**config.mk**
```make
export PLATFORM = sky130hd
export DESIGN_NAME = config_text_lexer
export DESIGN_NICKNAME = d
export VERILOG_FILES = /design/src/rtl/core/ctlex_pkg.sv /design/src/rtl/core/config_text_lexer.sv /design/src/rtl/core/ctlex_front.sv /design/src/rtl/core/ctlex_queue.sv /design/src/rtl/core/ctlex_back.sv
export SDC_FILE = /design/constraint.sdc
export NUM_CORES = 1
export LEC_CHECK = 0
export ABC_AREA = 1
export BUFFER_PORTS_ARGS = -buffer_cell sky130_fd_sc_hd__clkbuf_2
export CAP_MARGIN = 20
export CORE_ASPECT_RATIO = 0.7
export CORE_UTILIZATION = 45
export CTS_CLUSTER_SIZE = 24
export DETAILED_ROUTE_END_ITERATION = 16
export GPL_TIMING_DRIVEN = 1
export SETUP_SLACK_MARGIN = 0.05
export SLEW_MARGIN = 20
export SYNTH_ARGS = -nofsm -noshare
export SYNTH_HDL_FRONTEND = slang
export SYNTH_SLANG_ARGS = --single-unit
```
**constraint.sdc**
```tcl
create_clock -name i_clk -period 5.09 [get_ports i_clk]
set_input_delay 0.2545 -clock i_clk [delete_from_list [all_inputs] [get_ports i_clk]]
set_output_delay 0.2545 -clock i_clk [all_outputs]
set_load 0.1 [all_outputs]
```
**src/rtl/core/ctlex_pkg.sv**
```systemverilog
// Shared types, codes and character classes for the config text lexer.
package ctlex_pkg;

    localparam int POSITION_BITS_DEF = 16;
    localparam int TOKEN_BITS        = 16;
    localparam int QUEUE_DEPTH       = 4;

    localparam logic [TOKEN_BITS-1:0] LEN_MAX = '1;

    // token kinds
    localparam logic [2:0] K_END     = 3'd0;
    localparam logic [2:0] K_COMMAND = 3'd1;
    localparam logic [2:0] K_BRACE   = 3'd2;
    localparam logic [2:0] K_COMMENT = 3'd3;
    localparam logic [2:0] K_IDENT   = 3'd4;
    localparam logic [2:0] K_HEX     = 3'd5;
    localparam logic [2:0] K_DIGITS  = 3'd6;
    localparam logic [2:0] K_UNKNOWN = 3'd7;

    // characters with a meaning of their own
    localparam logic [7:0] CH_NUL    = 8'h00;
    localparam logic [7:0] CH_BSLASH = 8'h5C;
    localparam logic [7:0] CH_COLON  = 8'h3A;
    localparam logic [7:0] CH_RBRACE = 8'h7D;
    localparam logic [7:0] CH_HASH   = 8'h23;
    localparam logic [7:0] CH_ZERO   = 8'h30;
    localparam logic [7:0] CH_X_LO   = 8'h78;
    localparam logic [7:0] CH_X_UP   = 8'h58;
    localparam logic [7:0] CH_DOT    = 8'h2E;

    typedef struct packed {
        logic [2:0]            kind;
        logic [TOKEN_BITS-1:0] start;
        logic [TOKEN_BITS-1:0] length;
    } t_token;

    // everything one text byte produces: one or two tokens
    typedef struct packed {
        t_token tok0;
        t_token tok1;
        logic   two;
    } t_rec;

    function automatic logic is_eol(input logic [7:0] c);
        return (c == 8'h0A) || (c == 8'h0D);
    endfunction

    function automatic logic is_space(input logic [7:0] c);
        return (c == 8'h20) || (c == 8'h09) || (c == 8'h0B) || (c == 8'h0C) || is_eol(c);
    endfunction

    function automatic logic is_alpha(input logic [7:0] c);
        return ((c >= 8'h61) && (c <= 8'h7A)) || ((c >= 8'h41) && (c <= 8'h5A));
    endfunction

    function automatic logic is_digit(input logic [7:0] c);
        return (c >= 8'h30) && (c <= 8'h39);
    endfunction

    function automatic logic is_hex(input logic [7:0] c);
        return is_digit(c) || ((c >= 8'h61) && (c <= 8'h66)) || ((c >= 8'h41) && (c <= 8'h46));
    endfunction

endpackage

```
**src/rtl/core/config_text_lexer.sv**
```systemverilog
// Top level of the config text lexer: streaming byte-in, token-out scanner.
//
// Streaming lexer for configuration text. One text byte is pushed per beat
// (i_push while o_full is low); byte 0 ends the stream, emits an end token and
// restarts the offset at 0. Tokens come out as kind, start offset, length and
// a last_of_run flag marking the final token caused by a byte; a byte that
// closes an open token also starts the next, so it can cause two tokens. The
// front end takes one byte every cycle while the queue is not full and needs
// one mode transition per byte; a byte's tokens pass through the queue and the
// back end's output register. The back end presents one token per cycle while
// i_pop is high, so a byte that causes two tokens holds the output for both;
// a four-record queue between the halves absorbs this, and o_full rises only
// when output stalls or double-token bytes outrun one token per cycle.
// Lengths saturate at 65535; offsets wrap modulo 2^POSITION_BITS and only the
// low 16 bits are reported. No clearing pass after reset.
module config_text_lexer #(
    parameter int POSITION_BITS = ctlex_pkg::POSITION_BITS_DEF
) (
    input  logic        i_clk,
    input  logic        i_rst_n,
    input  logic        i_push,
    output logic        o_full,
    input  logic [7:0]  i_text_byte,
    input  logic        i_pop,
    output logic        o_empty,
    output logic [2:0]  o_token_kind,
    output logic [15:0] o_token_start,
    output logic [15:0] o_token_length,
    output logic        o_last_of_run
);
    import ctlex_pkg::*;

    logic w_f_push;
    t_rec w_f_rec;
    logic w_q_full;
    logic w_q_empty;
    logic w_q_pop;
    t_rec w_q_rec;

    // front end stalls only on a full queue
    assign o_full = w_q_full;

    ctlex_front #(
        .POSITION_BITS(POSITION_BITS)
    ) u_front (
        .i_clk       (i_clk),
        .i_rst_n     (i_rst_n),
        .i_push      (i_push),
        .i_text_byte (i_text_byte),
        .i_full      (w_q_full),
        .o_push      (w_f_push),
        .o_rec       (w_f_rec)
    );

    ctlex_queue u_queue (
        .i_clk   (i_clk),
        .i_rst_n (i_rst_n),
        .i_push  (w_f_push),
        .i_rec   (w_f_rec),
        .o_full  (w_q_full),
        .i_pop   (w_q_pop),
        .o_empty (w_q_empty),
        .o_rec   (w_q_rec)
    );

    ctlex_back u_back (
        .i_clk          (i_clk),
        .i_rst_n        (i_rst_n),
        .i_q_empty      (w_q_empty),
        .i_q_rec        (w_q_rec),
        .o_q_pop        (w_q_pop),
        .i_pop          (i_pop),
        .o_empty        (o_empty),
        .o_token_kind   (o_token_kind),
        .o_token_start  (o_token_start),
        .o_token_length (o_token_length),
        .o_last_of_run  (o_last_of_run)
    );

endmodule

```
**src/rtl/core/ctlex_front.sv**
```systemverilog
// Front end: classifies each byte, runs the lexer mode machine, builds token records.
module ctlex_front #(
    parameter int POSITION_BITS = ctlex_pkg::POSITION_BITS_DEF
) (
    input  logic            i_clk,
    input  logic            i_rst_n,
    input  logic            i_push,
    input  logic [7:0]      i_text_byte,
    input  logic            i_full,
    output logic            o_push,
    output ctlex_pkg::t_rec o_rec
);
    import ctlex_pkg::*;

    localparam int EXT_W = (POSITION_BITS > TOKEN_BITS) ? POSITION_BITS : TOKEN_BITS;

    localparam logic [3:0] M_IDLE     = 4'd0;
    localparam logic [3:0] M_CMD_LEAD = 4'd1;
    localparam logic [3:0] M_CMD_BODY = 4'd2;
    localparam logic [3:0] M_CMD_ESC  = 4'd3;
    localparam logic [3:0] M_COMMENT  = 4'd4;
    localparam logic [3:0] M_IDENT    = 4'd5;
    localparam logic [3:0] M_ZERO     = 4'd6;
    localparam logic [3:0] M_HEX      = 4'd7;
    localparam logic [3:0] M_DIGITS   = 4'd8;

    logic [3:0]               r_mode, n_mode;
    logic [POSITION_BITS-1:0] r_pos, n_pos;
    logic [TOKEN_BITS-1:0]    r_start, n_start;
    logic [TOKEN_BITS-1:0]    r_len, n_len;

    logic                     w_accept;
    logic [7:0]               b;
    logic [POSITION_BITS-1:0] w_pos_inc;
    logic [EXT_W-1:0]         w_pos_ext, w_inc_ext;
    logic [TOKEN_BITS-1:0]    w_p16, w_inc16, w_grown;
    logic                     w_rescan, w_e1_v, w_e2_v;
    t_token                   w_e1, w_e2;

    assign w_accept  = i_push && !i_full;
    assign b         = i_text_byte;
    assign w_pos_inc = r_pos + 1'b1;
    assign w_pos_ext = EXT_W'(r_pos);
    assign w_inc_ext = EXT_W'(w_pos_inc);
    assign w_p16     = w_pos_ext[TOKEN_BITS-1:0];
    assign w_inc16   = w_inc_ext[TOKEN_BITS-1:0];
    assign w_grown   = (r_len != LEN_MAX) ? r_len + 1'b1 : r_len;

    always_comb begin
        n_mode   = r_mode;
        n_start  = r_start;
        n_len    = r_len;
        n_pos    = w_pos_inc;
        w_rescan = 1'b0;
        w_e1_v   = 1'b0;
        w_e1     = '{kind: K_COMMAND, start: r_start, length: r_len};
        w_e2_v   = 1'b0;
        w_e2     = '{kind: K_END, start: w_p16, length: TOKEN_BITS'(1)};

        // continue the open token
        unique case (r_mode)
            M_CMD_LEAD: begin
                if (b == CH_NUL) begin
                    w_e1_v   = 1'b1;
                    w_e1     = '{kind: K_COMMAND, start: w_p16, length: '0};
                    w_rescan = 1'b1;
                end else if (!is_space(b)) begin
                    n_start = w_p16;
                    n_len   = TOKEN_BITS'(1);
                    n_mode  = (b == CH_BSLASH) ? M_CMD_ESC : M_CMD_BODY;
                end
            end
            M_CMD_BODY: begin
                if (b == CH_NUL || is_eol(b)) begin
                    w_e1_v   = 1'b1;
                    w_rescan = 1'b1;
                end else begin
                    n_len = w_grown;
                    if (b == CH_BSLASH) n_mode = M_CMD_ESC;
                end
            end
            M_CMD_ESC: begin
                if (b == CH_NUL) begin
                    w_e1_v   = 1'b1;
                    w_rescan = 1'b1;
                end else begin
                    n_len  = w_grown;
                    n_mode = M_CMD_BODY;
                end
            end
            M_COMMENT: begin
                w_e1.kind = K_COMMENT;
                if (b == CH_NUL || is_eol(b)) begin
                    w_e1_v   = 1'b1;
                    w_rescan = 1'b1;
                end else begin
                    n_len = w_grown;
                end
            end
            M_IDENT: begin
                w_e1.kind = K_IDENT;
                if (is_alpha(b) || is_digit(b)) begin
                    n_len = w_grown;
                end else begin
                    w_e1_v   = 1'b1;
                    w_rescan = 1'b1;
                end
            end
            M_ZERO: begin
                w_e1.kind = K_DIGITS;
                if (b == CH_X_LO || b == CH_X_UP) begin
                    n_len  = w_grown;
                    n_mode = M_HEX;
                end else if (is_digit(b) || b == CH_DOT) begin
                    n_len  = w_grown;
                    n_mode = M_DIGITS;
                end else begin
                    w_e1_v   = 1'b1;
                    w_rescan = 1'b1;
                end
            end
            M_HEX: begin
                w_e1.kind = K_HEX;
                if (is_hex(b)) begin
                    n_len = w_grown;
                end else begin
                    w_e1_v   = 1'b1;
                    w_rescan = 1'b1;
                end
            end
            M_DIGITS: begin
                w_e1.kind = K_DIGITS;
                if (is_digit(b) || b == CH_DOT) begin
                    n_len = w_grown;
                end else begin
                    w_e1_v   = 1'b1;
                    w_rescan = 1'b1;
                end
            end
            default: begin
                // idle and unused codes
                w_rescan = 1'b1;
            end
        endcase

        // byte starts a new token
        if (w_rescan) begin
            n_mode = M_IDLE;
            priority if (b == CH_NUL) begin
                w_e2_v = 1'b1;
                w_e2   = '{kind: K_END, start: w_p16, length: TOKEN_BITS'(1)};
                n_pos  = '0;
            end else if (is_space(b)) begin
                n_mode = M_IDLE;
            end else if (b == CH_COLON) begin
                n_mode = M_CMD_LEAD;
            end else if (b == CH_RBRACE) begin
                w_e2_v = 1'b1;
                w_e2   = '{kind: K_BRACE, start: w_p16, length: TOKEN_BITS'(1)};
            end else if (b == CH_HASH) begin
                n_start = w_inc16;
                n_len   = '0;
                n_mode  = M_COMMENT;
            end else if (is_alpha(b)) begin
                n_start = w_p16;
                n_len   = TOKEN_BITS'(1);
                n_mode  = M_IDENT;
            end else if (is_digit(b)) begin
                n_start = w_p16;
                n_len   = TOKEN_BITS'(1);
                n_mode  = (b == CH_ZERO) ? M_ZERO : M_DIGITS;
            end else begin
                w_e2_v = 1'b1;
                w_e2   = '{kind: K_UNKNOWN, start: w_p16, length: TOKEN_BITS'(1)};
            end
        end
    end

    always_comb begin
        o_push    = w_accept && (w_e1_v || w_e2_v);
        o_rec.tok0 = w_e1_v ? w_e1 : w_e2;
        o_rec.tok1 = w_e2;
        o_rec.two  = w_e1_v && w_e2_v;
    end

    always_ff @(posedge i_clk) begin
        if (!i_rst_n) begin
            r_mode  <= M_IDLE;
            r_pos   <= '0;
            r_start <= '0;
            r_len   <= '0;
        end else if (w_accept) begin
            r_mode  <= n_mode;
            r_pos   <= n_pos;
            r_start <= n_start;
            r_len   <= n_len;
        end
    end

    // NUL always closes the stream
    a_nul_restarts: assert property (@(posedge i_clk) disable iff (!i_rst_n)
        (w_accept && i_text_byte == CH_NUL) |=> (r_pos == '0 && r_mode == M_IDLE))
        else $error("NUL did not restart the stream");

    a_two_needs_close: assert property (@(posedge i_clk) disable iff (!i_rst_n)
        (o_push && o_rec.two) |-> (r_mode != M_IDLE))
        else $error("two tokens from one byte while idle");

endmodule

```
**src/rtl/core/ctlex_queue.sv**
```systemverilog
// Small register queue of token records between front and back.
module ctlex_queue (
    input  logic            i_clk,
    input  logic            i_rst_n,
    input  logic            i_push,
    input  ctlex_pkg::t_rec i_rec,
    output logic            o_full,
    input  logic            i_pop,
    output logic            o_empty,
    output ctlex_pkg::t_rec o_rec
);
    import ctlex_pkg::*;

    localparam int PTR_W = $clog2(QUEUE_DEPTH);
    localparam int CNT_W = PTR_W + 1;

    t_rec             r_mem [QUEUE_DEPTH];
    logic [PTR_W-1:0] r_wr, r_rd;
    logic [CNT_W-1:0] r_cnt;
    logic             w_do_push, w_do_pop;

    assign o_full    = (r_cnt == CNT_W'(QUEUE_DEPTH));
    assign o_empty   = (r_cnt == '0);
    assign o_rec     = r_mem[r_rd];
    assign w_do_push = i_push && !o_full;
    assign w_do_pop  = i_pop && !o_empty;

    always_ff @(posedge i_clk) begin
        if (w_do_push) r_mem[r_wr] <= i_rec;
    end

    always_ff @(posedge i_clk) begin
        if (!i_rst_n) begin
            r_wr  <= '0;
            r_rd  <= '0;
            r_cnt <= '0;
        end else begin
            if (w_do_push) r_wr <= r_wr + 1'b1;
            if (w_do_pop)  r_rd <= r_rd + 1'b1;
            unique case ({w_do_push, w_do_pop})
                2'b10:   r_cnt <= r_cnt + 1'b1;
                2'b01:   r_cnt <= r_cnt - 1'b1;
                default: r_cnt <= r_cnt;
            endcase
        end
    end

    a_cnt_bound: assert property (@(posedge i_clk) disable iff (!i_rst_n)
        r_cnt <= CNT_W'(QUEUE_DEPTH))
        else $error("queue count past depth");

    a_ptr_gap: assert property (@(posedge i_clk) disable iff (!i_rst_n)
        PTR_W'(r_wr - r_rd) == r_cnt[PTR_W-1:0])
        else $error("queue pointers disagree with count");

endmodule

```
**src/rtl/core/ctlex_back.sv**
```systemverilog
// Back end: output register, splits each record into one or two result beats.
module ctlex_back (
    input  logic            i_clk,
    input  logic            i_rst_n,
    input  logic            i_q_empty,
    input  ctlex_pkg::t_rec i_q_rec,
    output logic            o_q_pop,
    input  logic            i_pop,
    output logic            o_empty,
    output logic [2:0]      o_token_kind,
    output logic [15:0]     o_token_start,
    output logic [15:0]     o_token_length,
    output logic            o_last_of_run
);
    import ctlex_pkg::*;

    logic   r_valid;
    logic   r_sel;
    t_rec   r_rec;
    t_token w_tok;
    logic   w_last, w_take;

    assign w_tok          = r_sel ? r_rec.tok1 : r_rec.tok0;
    assign w_last         = r_sel || !r_rec.two;
    assign w_take         = r_valid && i_pop;
    assign o_q_pop        = !i_q_empty && (!r_valid || (w_take && w_last));
    assign o_empty        = !r_valid;
    assign o_token_kind   = w_tok.kind;
    assign o_token_start  = w_tok.start;
    assign o_token_length = w_tok.length;
    assign o_last_of_run  = w_last;

    always_ff @(posedge i_clk) begin
        if (o_q_pop) r_rec <= i_q_rec;
    end

    always_ff @(posedge i_clk) begin
        if (!i_rst_n) begin
            r_valid <= 1'b0;
            r_sel   <= 1'b0;
        end else begin
            if (o_q_pop) begin
                r_valid <= 1'b1;
                r_sel   <= 1'b0;
            end else if (w_take) begin
                r_valid <= !w_last;
                r_sel   <= !w_last;
            end
        end
    end

    a_sel_needs_two: assert property (@(posedge i_clk) disable iff (!i_rst_n)
        (r_valid && r_sel) |-> r_rec.two)
        else $error("second beat of a single-token record");

    a_hold_on_stall: assert property (@(posedge i_clk) disable iff (!i_rst_n)
        (r_valid && !i_pop) |=> (r_valid && $stable(r_sel)))
        else $error("result changed while stalled");

endmodule
```
==> results.cfg <==
[run_status]
outcome = finished, final reports clean

[floorplanning]
die_h_um = 155
fp-row-count = 55
design.core.area_um2 = 32700
ios = 50
die_area_um2 = 34300
fp.dieW_um = 221
start_util_pct = 46.2

[logic_synthesis]
netlist_area_um2 = 15100
ys_seq_elements = 331
syn-num-nets = 1598
seq_area_frac_synth_pct = 61.8
postSynthAreaPerCell_um2 = 9.57
synth_cells = 1578
synth_edf_count = 270
ys_async_sr_fraction_pct = 0
ys_dominant_reg_cell = edfxtp_1
synthDistinctLibCells = 51
ys_warn_count = 0

[power]
power.share.clock_pct = 24.2
irDropWorstVdd_v = 0.000316
internal_power_uw = 6100
p_seq_share_pct = 37.4
p_sw_uw = 4540
p_comb_share_pct = 38.4
power.density_nw_per_um2 = 626
p_leak_uw = 0.00632
switching_share_pct = 42.7

[finish]
diodes = 0
syn_to_final_growth_pct = 12.6
fillerInstances = 2919
drive_gt1_share_pct = 11.6
final_nets = 1635

[worst_setup_path]
reg2reg_depth = 11
rr_endpoint = u_queue.r_mem[1][55]
cp_max_fo = 20
r2r_slack_ps = 1750
worstPathRequired_ps = 5290
cp-startpoint = u_front.r_mode[1]
crit_end = u_queue.r_mem[1][55]
cp.arrival_ps = 3530
r2r-start = u_front.r_mode[1]
worst_setup_path_start_kind = flip-flop
worstSetupPathType = reg -> reg
end_kind = flip-flop

[placement]
portBuffers = 49
gp_congestion = 0.866
dp_hpwl_mm = 24.1
dp_slack_ps = 1660

[clock_network]
numCtsBuffers = 34
clock-root-buffer = clkbuf_16
post_cts_buffers = 0
clk_latency_ps = 530
htreeDepth = 2
postCtsHoldBufs = 0
cts_sinks = 331
clk_pin_slew_ps = 60
clk_path_buf_depth = 3
cts_tree = built
ctsResizeCount = 0

[grt]
antenna_found_initial = 1
grt_pass1_vias = 10200
track_usage_pct = 21.7
grt_max_degree = 57
gr-total-overflow = 0
grt_pass1_wl_mm = 58.3

[drt]
ant_nets = 0
drt-pass1-iter-count = 5
via_per_inst = 5.37
wl_per_cell_um = 17.8
num_vias = 11100
route.detailed.drc = 0
drtIter0Drc = 1000
routed_wl_mm = 36.9

[timing]
setup_tns_ps = 0
worstMarginPinSlew_ps = 979
fin_crit_ps = 3340
setup_slack_ps = 1750
max_freq_mhz = 300
setup_viol = 0
rsz0062_at_grt = no
slew_viol_final = 0
fin_skew_ps = 13.4
slew_headroom_pct = 34.6
post-route-period-util_pct = 65.6
finalHoldViolCount = 0

[worst_hold_path]
hold_start = i_pop
hp-class = in -> reg

[run]
maxCapViolCount = 0
[critical path, stage by stage (launching register included)]
cell	delay (ps)
dfxtp_1	470
nor2_1	110
inv_1	60
nor2_1	50
nor2_2	150
nand2_1	70
nor2_1	290
inv_2	170
nand4_4	210
nand3_2	300
nor2_4	670
buf_4	440
[kinds of logic after synthesis]
logic type / synth area share (%)
AOI/OAI and AO/OA: 11.0
xor gates and xnor gates: 0.986
adders and majority gates: 0.713
buffers and inverters: 5.30
DFF: 61.8
and+or+nand+nor: 20.2
[registers in the layout, summed over array words and instances, names as in the netlist]
| register | count |
|---|---|
| u_front.r_len | 16 |
| u_queue.r_rd | 2 |
| u_queue.r_wr | 2 |
| u_queue.r_mem | 216 |
| u_front.r_mode | 4 |
| u_back.r_rec | 54 |
| u_front.r_start | 16 |
| u_back.r_valid | 1 |
| u_front.r_pos | 16 |
| u_queue.r_cnt | 3 |
| u_back.r_sel | 1 |
[worst min-delay path by stage]
stage                             to  cells past startpoint  slack, ps
floorplan           u_queue.r_cnt[2]                      1        440
finish                  u_back.r_sel                      5        110
CTS                     u_back.r_sel                      5        110
global route            u_back.r_sel                      5        140
detailed placement  u_queue.r_cnt[2]                      1        470
global placement    u_queue.r_cnt[2]                      1        470
[Yosys cell counts, types with 7 or more instances]
cell,n,area share (%)
nand2_1,333,8.3
edfxtp_1,270,54
nor2_1,231,5.7
o21ai_0,172,5.7
inv_1,113,2.8
nand3_1,78,2.6
dfxtp_1,61,8.1
clkbuf_1,58,1.4
o22ai_1,54,2.2
a21oi_1,50,1.7
nor3_1,25,0.83
inv_2,19,0.47
xor2_1,17,0.99
o31ai_1,10,0.50
nand2_2,9,0.37
ha_1,7,0.58
[per-stage QoR]
step / instances / power (uW) / utilization [%] / hold slack, ps / instance area, um^2
after CTS: 2068 / 10700 / 52.0 / 105 / 17000
after global placement: 2006 / 8130 / 48.5 / 475 / 15800
after floorplan: 1578 / 7160 / - / 438 / 15100
after detailed placement: 2006 / 8160 / 48.5 / 471 / 15800
final: 2068 / 10600 / 52.0 / 113 / 17000
after global routing: 2068 / 11200 / 52.0 / 141 / 17000
[power by group through the flow]
| stage | combinational [uW] | sequential [uW] | clock [uW] |
|---|---|---|---|
| final | 4080 | 3980 | 2570 |
| after global routing | 4420 | 4040 | 2730 |
| after CTS | 4130 | 3990 | 2620 |
| after detailed placement | 4120 | 4040 | 0 |
| after global placement | 4100 | 4030 | 0 |
| after floorplan | 3140 | 4020 | 0 |
[cell type report]
class                      instances  area (um^2)  area share (%)
inverter                         134          504            2.97
clock buffer                      44          940            5.53
timing repair buffer              72          443            2.60
tap                              427          534            3.14
sequential                       331         9330            54.9
clock inverter                    18          224            1.32
multi-input combinational       1042         5020            29.6
[cell usage in the layout, fill, tap and decap left out, drive strengths merged]
cell,synthesis,final
a22oi,1,1
o2111ai,1,1
o21bai,1,1
dfxtp,61,61
and2,1,1
or2,4,4
a211oi,1,1
a21oi,51,51
o21ai,178,178
bufinv,0,4
nand2,343,343
nor2,241,241
nor4,6,6
inv,132,134
ha,7,7
xor2,17,17
a32oi,2,2
o31ai,10,10
o2111a,1,1
nor3,26,26
nand3b,2,2
fa,1,1
a21boi,1,1
clkbuf,58,93
buf,13,23
o22ai,54,54
nand3,82,82
clkinv,2,14
nand4,7,7
edfxtp,270,270
o21a,3,3
nor3b,1,1
[metal layers]
metal | global-route usage (%) | up-vias | share of wire, %
met5 | 0 | - | 0.035
li1 | - | 5470 | -
met1 | 33.4 | 5272 | 50
met3 | 3.95 | 52 | 6.4
met2 | 31.4 | 303 | 42
met4 | 5.63 | 2 | 1.8
No activity file was read; power rests on OpenSTA's default activity.
